<file path="config.mk">
export PLATFORM = sky130hd
export DESIGN_NAME = owsm_div_step
export DESIGN_NICKNAME = d
export VERILOG_FILES = /design/src/rtl/core/omni_wheel_speed_mixer_unit_defines.svh /design/src/rtl/core/owsm_pkg.sv /design/src/rtl/core/owsm_div_step.sv
export SDC_FILE = /design/constraint.sdc
export NUM_CORES = 1
export LEC_CHECK = 0
export BUFFER_PORTS_ARGS = -buffer_cell sky130_fd_sc_hd__buf_4
export CAP_MARGIN = 20
export CORE_UTILIZATION = 63
export DETAILED_ROUTE_END_ITERATION = 16
export GPL_TIMING_DRIVEN = 0
export PLACE_DENSITY = 0.9
export SETUP_SLACK_MARGIN = 0.4
export SYNTH_ARGS = -nofsm -noshare
export SYNTH_HDL_FRONTEND = slang
export SYNTH_SLANG_ARGS = --single-unit
export TNS_END_PERCENT = 20
</file>
<file path="constraint.sdc">
create_clock -name vclk -period 24
set_input_delay 4.8 -clock vclk [all_inputs]
set_output_delay 4.8 -clock vclk [all_outputs]
set_load 0.03 [all_outputs]
</file>
<file path="src/rtl/core/omni_wheel_speed_mixer_unit_defines.svh">
// assertion macros for the omni wheel speed mixer
`ifndef OMNI_WHEEL_SPEED_MIXER_UNIT_DEFINES_SVH
`define OMNI_WHEEL_SPEED_MIXER_UNIT_DEFINES_SVH
`ifndef SYNTH
`define OWSM_ASSERT(lbl, clk, rstn, prop, msg) \
    lbl: assert property (@(posedge clk) disable iff (!rstn) prop) else $error(msg);
`define OWSM_ASSERT_RST(lbl, clk, prop, msg) \
    lbl: assert property (@(posedge clk) prop) else $error(msg);
`else
`define OWSM_ASSERT(lbl, clk, rstn, prop, msg)
`define OWSM_ASSERT_RST(lbl, clk, prop, msg)
`endif
`endif

</file>
<file path="src/rtl/core/owsm_pkg.sv">
`timescale 1ns / 1ps
package owsm_pkg;

    localparam int WHEEL_COUNT = 4;
    localparam int REM_W       = 18;
    localparam int DIV_STEPS   = 3;

    localparam logic [6:0] SPEED_LIMIT_RESET = 7'd100;
    localparam logic [1:0] DUTY_SCALE_RESET  = 2'd2;

    localparam logic [1:0] REG_SPEED_LIMIT = 2'd0;
    localparam logic [1:0] REG_DUTY_SCALE  = 2'd1;

    typedef struct packed {
        logic [1:0]  idx;
        logic        last;
        logic        fwd;
        logic        rev;
        logic        zero;
        logic        scaled;
        logic [10:0] duty_lin;
    } wheel_ctl_t;

    function automatic logic [15:0] sine_q15(input logic [6:0] idx);
        logic [15:0] v;
        case (idx)
            7'd0: v = 16'd0;         7'd1: v = 16'd572;       7'd2: v = 16'd1144;
            7'd3: v = 16'd1715;      7'd4: v = 16'd2286;      7'd5: v = 16'd2856;
            7'd6: v = 16'd3425;      7'd7: v = 16'd3993;      7'd8: v = 16'd4560;
            7'd9: v = 16'd5126;      7'd10: v = 16'd5690;     7'd11: v = 16'd6252;
            7'd12: v = 16'd6813;     7'd13: v = 16'd7371;     7'd14: v = 16'd7927;
            7'd15: v = 16'd8481;     7'd16: v = 16'd9032;     7'd17: v = 16'd9580;
            7'd18: v = 16'd10126;    7'd19: v = 16'd10668;    7'd20: v = 16'd11207;
            7'd21: v = 16'd11743;    7'd22: v = 16'd12275;    7'd23: v = 16'd12803;
            7'd24: v = 16'd13328;    7'd25: v = 16'd13848;    7'd26: v = 16'd14365;
            7'd27: v = 16'd14876;    7'd28: v = 16'd15384;    7'd29: v = 16'd15886;
            7'd30: v = 16'd16384;    7'd31: v = 16'd16877;    7'd32: v = 16'd17364;
            7'd33: v = 16'd17847;    7'd34: v = 16'd18324;    7'd35: v = 16'd18795;
            7'd36: v = 16'd19261;    7'd37: v = 16'd19720;    7'd38: v = 16'd20174;
            7'd39: v = 16'd20622;    7'd40: v = 16'd21063;    7'd41: v = 16'd21498;
            7'd42: v = 16'd21926;    7'd43: v = 16'd22348;    7'd44: v = 16'd22763;
            7'd45: v = 16'd23170;    7'd46: v = 16'd23571;    7'd47: v = 16'd23965;
            7'd48: v = 16'd24351;    7'd49: v = 16'd24730;    7'd50: v = 16'd25102;
            7'd51: v = 16'd25466;    7'd52: v = 16'd25822;    7'd53: v = 16'd26170;
            7'd54: v = 16'd26510;    7'd55: v = 16'd26842;    7'd56: v = 16'd27166;
            7'd57: v = 16'd27482;    7'd58: v = 16'd27789;    7'd59: v = 16'd28088;
            7'd60: v = 16'd28378;    7'd61: v = 16'd28660;    7'd62: v = 16'd28932;
            7'd63: v = 16'd29197;    7'd64: v = 16'd29452;    7'd65: v = 16'd29698;
            7'd66: v = 16'd29935;    7'd67: v = 16'd30163;    7'd68: v = 16'd30382;
            7'd69: v = 16'd30592;    7'd70: v = 16'd30792;    7'd71: v = 16'd30983;
            7'd72: v = 16'd31164;    7'd73: v = 16'd31336;    7'd74: v = 16'd31499;
            7'd75: v = 16'd31651;    7'd76: v = 16'd31795;    7'd77: v = 16'd31928;
            7'd78: v = 16'd32052;    7'd79: v = 16'd32166;    7'd80: v = 16'd32270;
            7'd81: v = 16'd32365;    7'd82: v = 16'd32449;    7'd83: v = 16'd32524;
            7'd84: v = 16'd32588;    7'd85: v = 16'd32643;    7'd86: v = 16'd32688;
            7'd87: v = 16'd32723;    7'd88: v = 16'd32748;    7'd89: v = 16'd32763;
            7'd90: v = 16'd32768;
            default: v = 16'd0;
        endcase
        return v;
    endfunction

    // cosine of 0..359 degrees, 1.0 = 32768
    function automatic logic signed [16:0] cos_q15(input logic [8:0] a);
        logic [8:0]  idx;
        logic        neg;
        logic [15:0] mag;
        if (a <= 9'd90)
        begin
            idx = 9'd90 - a;
            neg = 1'b0;
        end
        else if (a <= 9'd180)
        begin
            idx = a - 9'd90;
            neg = 1'b1;
        end
        else if (a <= 9'd270)
        begin
            idx = 9'd270 - a;
            neg = 1'b1;
        end
        else
        begin
            idx = a - 9'd270;
            neg = 1'b0;
        end
        mag = sine_q15(idx[6:0]);
        return neg ? -$signed({1'b0, mag}) : $signed({1'b0, mag});
    endfunction

endpackage

</file>
<file path="src/rtl/core/owsm_div_step.sv">
`timescale 1ns / 1ps
module owsm_div_step #(
    parameter int REM_W = owsm_pkg::REM_W,
    parameter int STEPS = owsm_pkg::DIV_STEPS
) (
    input  logic [REM_W-1:0] rem_in,
    input  logic [REM_W-1:0] den,
    input  logic [STEPS-1:0] bits_in,
    output logic [REM_W-1:0] rem_out,
    output logic [STEPS-1:0] q_out
);

    always_comb
    begin
        logic [REM_W:0]   s;
        logic [REM_W-1:0] r;
        r = rem_in;
        q_out = '0;
        for (int k = 0; k < STEPS; k++)
        begin
            s = {r, bits_in[STEPS-1-k]};
            if (s >= {1'b0, den})
            begin
                s = s - {1'b0, den};
                q_out[STEPS-1-k] = 1'b1;
            end
            r = s[REM_W-1:0];
        end
        rem_out = r;
    end

endmodule

</file>
==> metrics.md <==
| Metric | Value |
|---|---|
| CP peak stage delay | 0.48 ns |
| Crit. Startpoint | den[1] |
| Slew Viols, Final | 0 |
| Total Power | 0.482 mW |
| First-pass GRT wire length | 14.0 mm |
| Syn Nets | 522 |
| Post-CTS Setup Inserts | 0 |
| Vias | 3487 |
| Hold_buf cts | 0 |
| Total Wirelength | 8.82 mm |
| Headroom to the max-slew limit | 66.1% |
| # placed instances | 553 |
| Sequential share of the synthesized area | 0% |
| Synthesis-to-layout area growth | 16.8% |
| Initial DRC count | 210 |
| Setup ws final | 5.47 ns |
| Number of global-route vias before repair | 3164 |
| Clock buffers | 0 |
| Layout Nets | 584 |
| YS warnings | 0 |
| # diodes | 0 |
| Total iterations of the first detailed-routing run | 5 |
| Final min period | 18.53 ns |
| Worst setup path endpoint | rem_out[11] |
| Syn Std Cell Area | 0.00318 mm^2 |
| Status | completed |
| Dpl cell area | 0.00371 mm^2 |
| Final std cells w/o fill | 553 |
| Register area | 0 um^2 |
| Synth cell types | 55 |
| Port bufs | 60 |
| GRT Residual Overflow | 0 |
| Worst slew pin tran | 0.496 ns |
| Initial Util | 66.4% |
| DR DRC count | 0 |
| F_max | 0.0540 GHz |
| Final design utilization | 77.6% |
| Maximum number of pins on one net before global-route repair | 11 |
| Peak VDD IR | 0.131 mV |
| Crit path DAT | 13.73 ns |
| Vias per cell | 6.31 |
| Crit Path Category | in2out |
| Cell count after synthesis | 426 |
| CP Max Fanout | 10 |
| Fill cells | 401 |
| Mapped Avg Cell Area | 7.46 um^2 |
| Rows | 25 |
| Hold Worst Slack | 10.01 ns |
| Commonest cells post-synth | ha_1 (54), a21oi_1 (42), inv_1 (35) |
| Final hold violation count | 0 |
| HP Class | in2out |
| RSZ-0062 raised after global routing | false |
| Slowest cell on crit path | a2111oi_0 |
| Worst Path Required | 19.20 ns |
| DIE AREA | 0.00533 mm^2 |
| Setup crit start kind | primary input |
| DP Wirelength | 7.54 mm |
| Share of cells above drive strength 1 | 22.2% |
| Initial antenna violation count | 0 |
| Core Region | 0.00479 mm^2 |
| Leak Pwr | 1.78 nW |
| DR WL/cell | 15.9 um |
| Final instance area | 0.00371 mm^2 |
| Die Height | 73.0 um |
| Seq_cells | 0 |
| GRT Util Overall | 32.4% |
| Synth top area share | 21.3% |
| Dominant cell type by area after synthesis | ha_1 |
| Setup violations, final | 0 |
| CP Capture Type | primary output |
| Final TNS setup | 0 ns |
| I/O pins | 60 |
| Synth area leaders | ha_1 (21%), mux2_2 (8.9%), xnor2_1 (7.7%) |
| # resized after CTS | 0 |
| Fin crit share | 77.2% |
| Remaining antenna violation count | 0 |
| Count leader, synth | ha_1 |
| Pwr dens | 130 mW/mm^2 |
| Die extent in x | 73.0 um |
| GP Congestion | 0.962 |
| Max Cap Viol | 0 |
| Place WS | 5.71 ns |
final cells by class:
| class | instances | area (um^2) | area share [%] |
|---|---|---|---|
| multi-input cells | 384 | 3010 | 80.9 |
| repair buffers | 60 | 450 | 12.1 |
| well taps | 67 | 83.8 | 2.26 |
| plain buffers | 6 | 36.3 | 0.977 |
| inverters | 36 | 138 | 3.71 |
power by group:
group          switching, mW  internal, mW  leakage [nW]
sequential                 0             0             0
clock                      0             0             0
combinational          0.268         0.214          1.78
layer usage:
layer	vias to the layer above	GRT usage (%)	share of wire, %
met5	-	0	0
met4	0	4.58	0.81
met3	14	3.04	7.2
met2	152	56.1	48
met1	1617	44.1	44
li1	1704	-	-
cell families after synthesis:
group / synth area share (%)
compound gates: 26.9
xor+xnor: 11.0
fa+ha+maj: 23.1
buf+inv: 5.47
mux: 15.5
simple gates: 18.0
placed cells by master, fill, tap and decap left out, types with 2 or more instances in the layout:
cell / n
a21boi_0: 2
nand4_1: 9
a21oi_1: 42
or3_1: 2
nand2b_1: 5
o21ai_0: 34
nand3_1: 10
nand2_1: 30
mux2_4: 10
or2_2: 3
xor2_1: 12
nor2b_1: 6
mux2i_1: 6
a21o_1: 12
and3_1: 3
xnor2_1: 28
nor3_1: 10
buf_2: 2
fa_1: 3
ha_1: 54
mux2_2: 25
o31ai_1: 2
a211oi_1: 3
o211ai_1: 4
o21bai_1: 3
nor4_1: 3
a41oi_1: 3
o22ai_1: 2
inv_1: 35
buf_4: 61
o31a_1: 4
nor2_1: 27
o21a_1: 7
nand3b_1: 3
worst max-delay path, delay by kind of cell:
family          cells  cell delay [ns]
compound gates     16             4.27
buf+inv             9             1.69
simple gates        7             1.14
mux                 3             0.94
fa+ha+maj           3             0.86
worst min-delay path by stage:
stage | startpoint | cells past startpoint | to
3_5_place_dp | bits_in[0] | 4 | rem_out[0]
5_1_grt | bits_in[0] | 4 | rem_out[0]
3_3_place_gp | bits_in[0] | 4 | rem_out[0]
2_1_floorplan | bits_in[0] | 2 | rem_out[0]
6_report | bits_in[0] | 4 | rem_out[0]
4_1_cts | bits_in[0] | 4 | rem_out[0]
(Power assumes the default switching activity.)
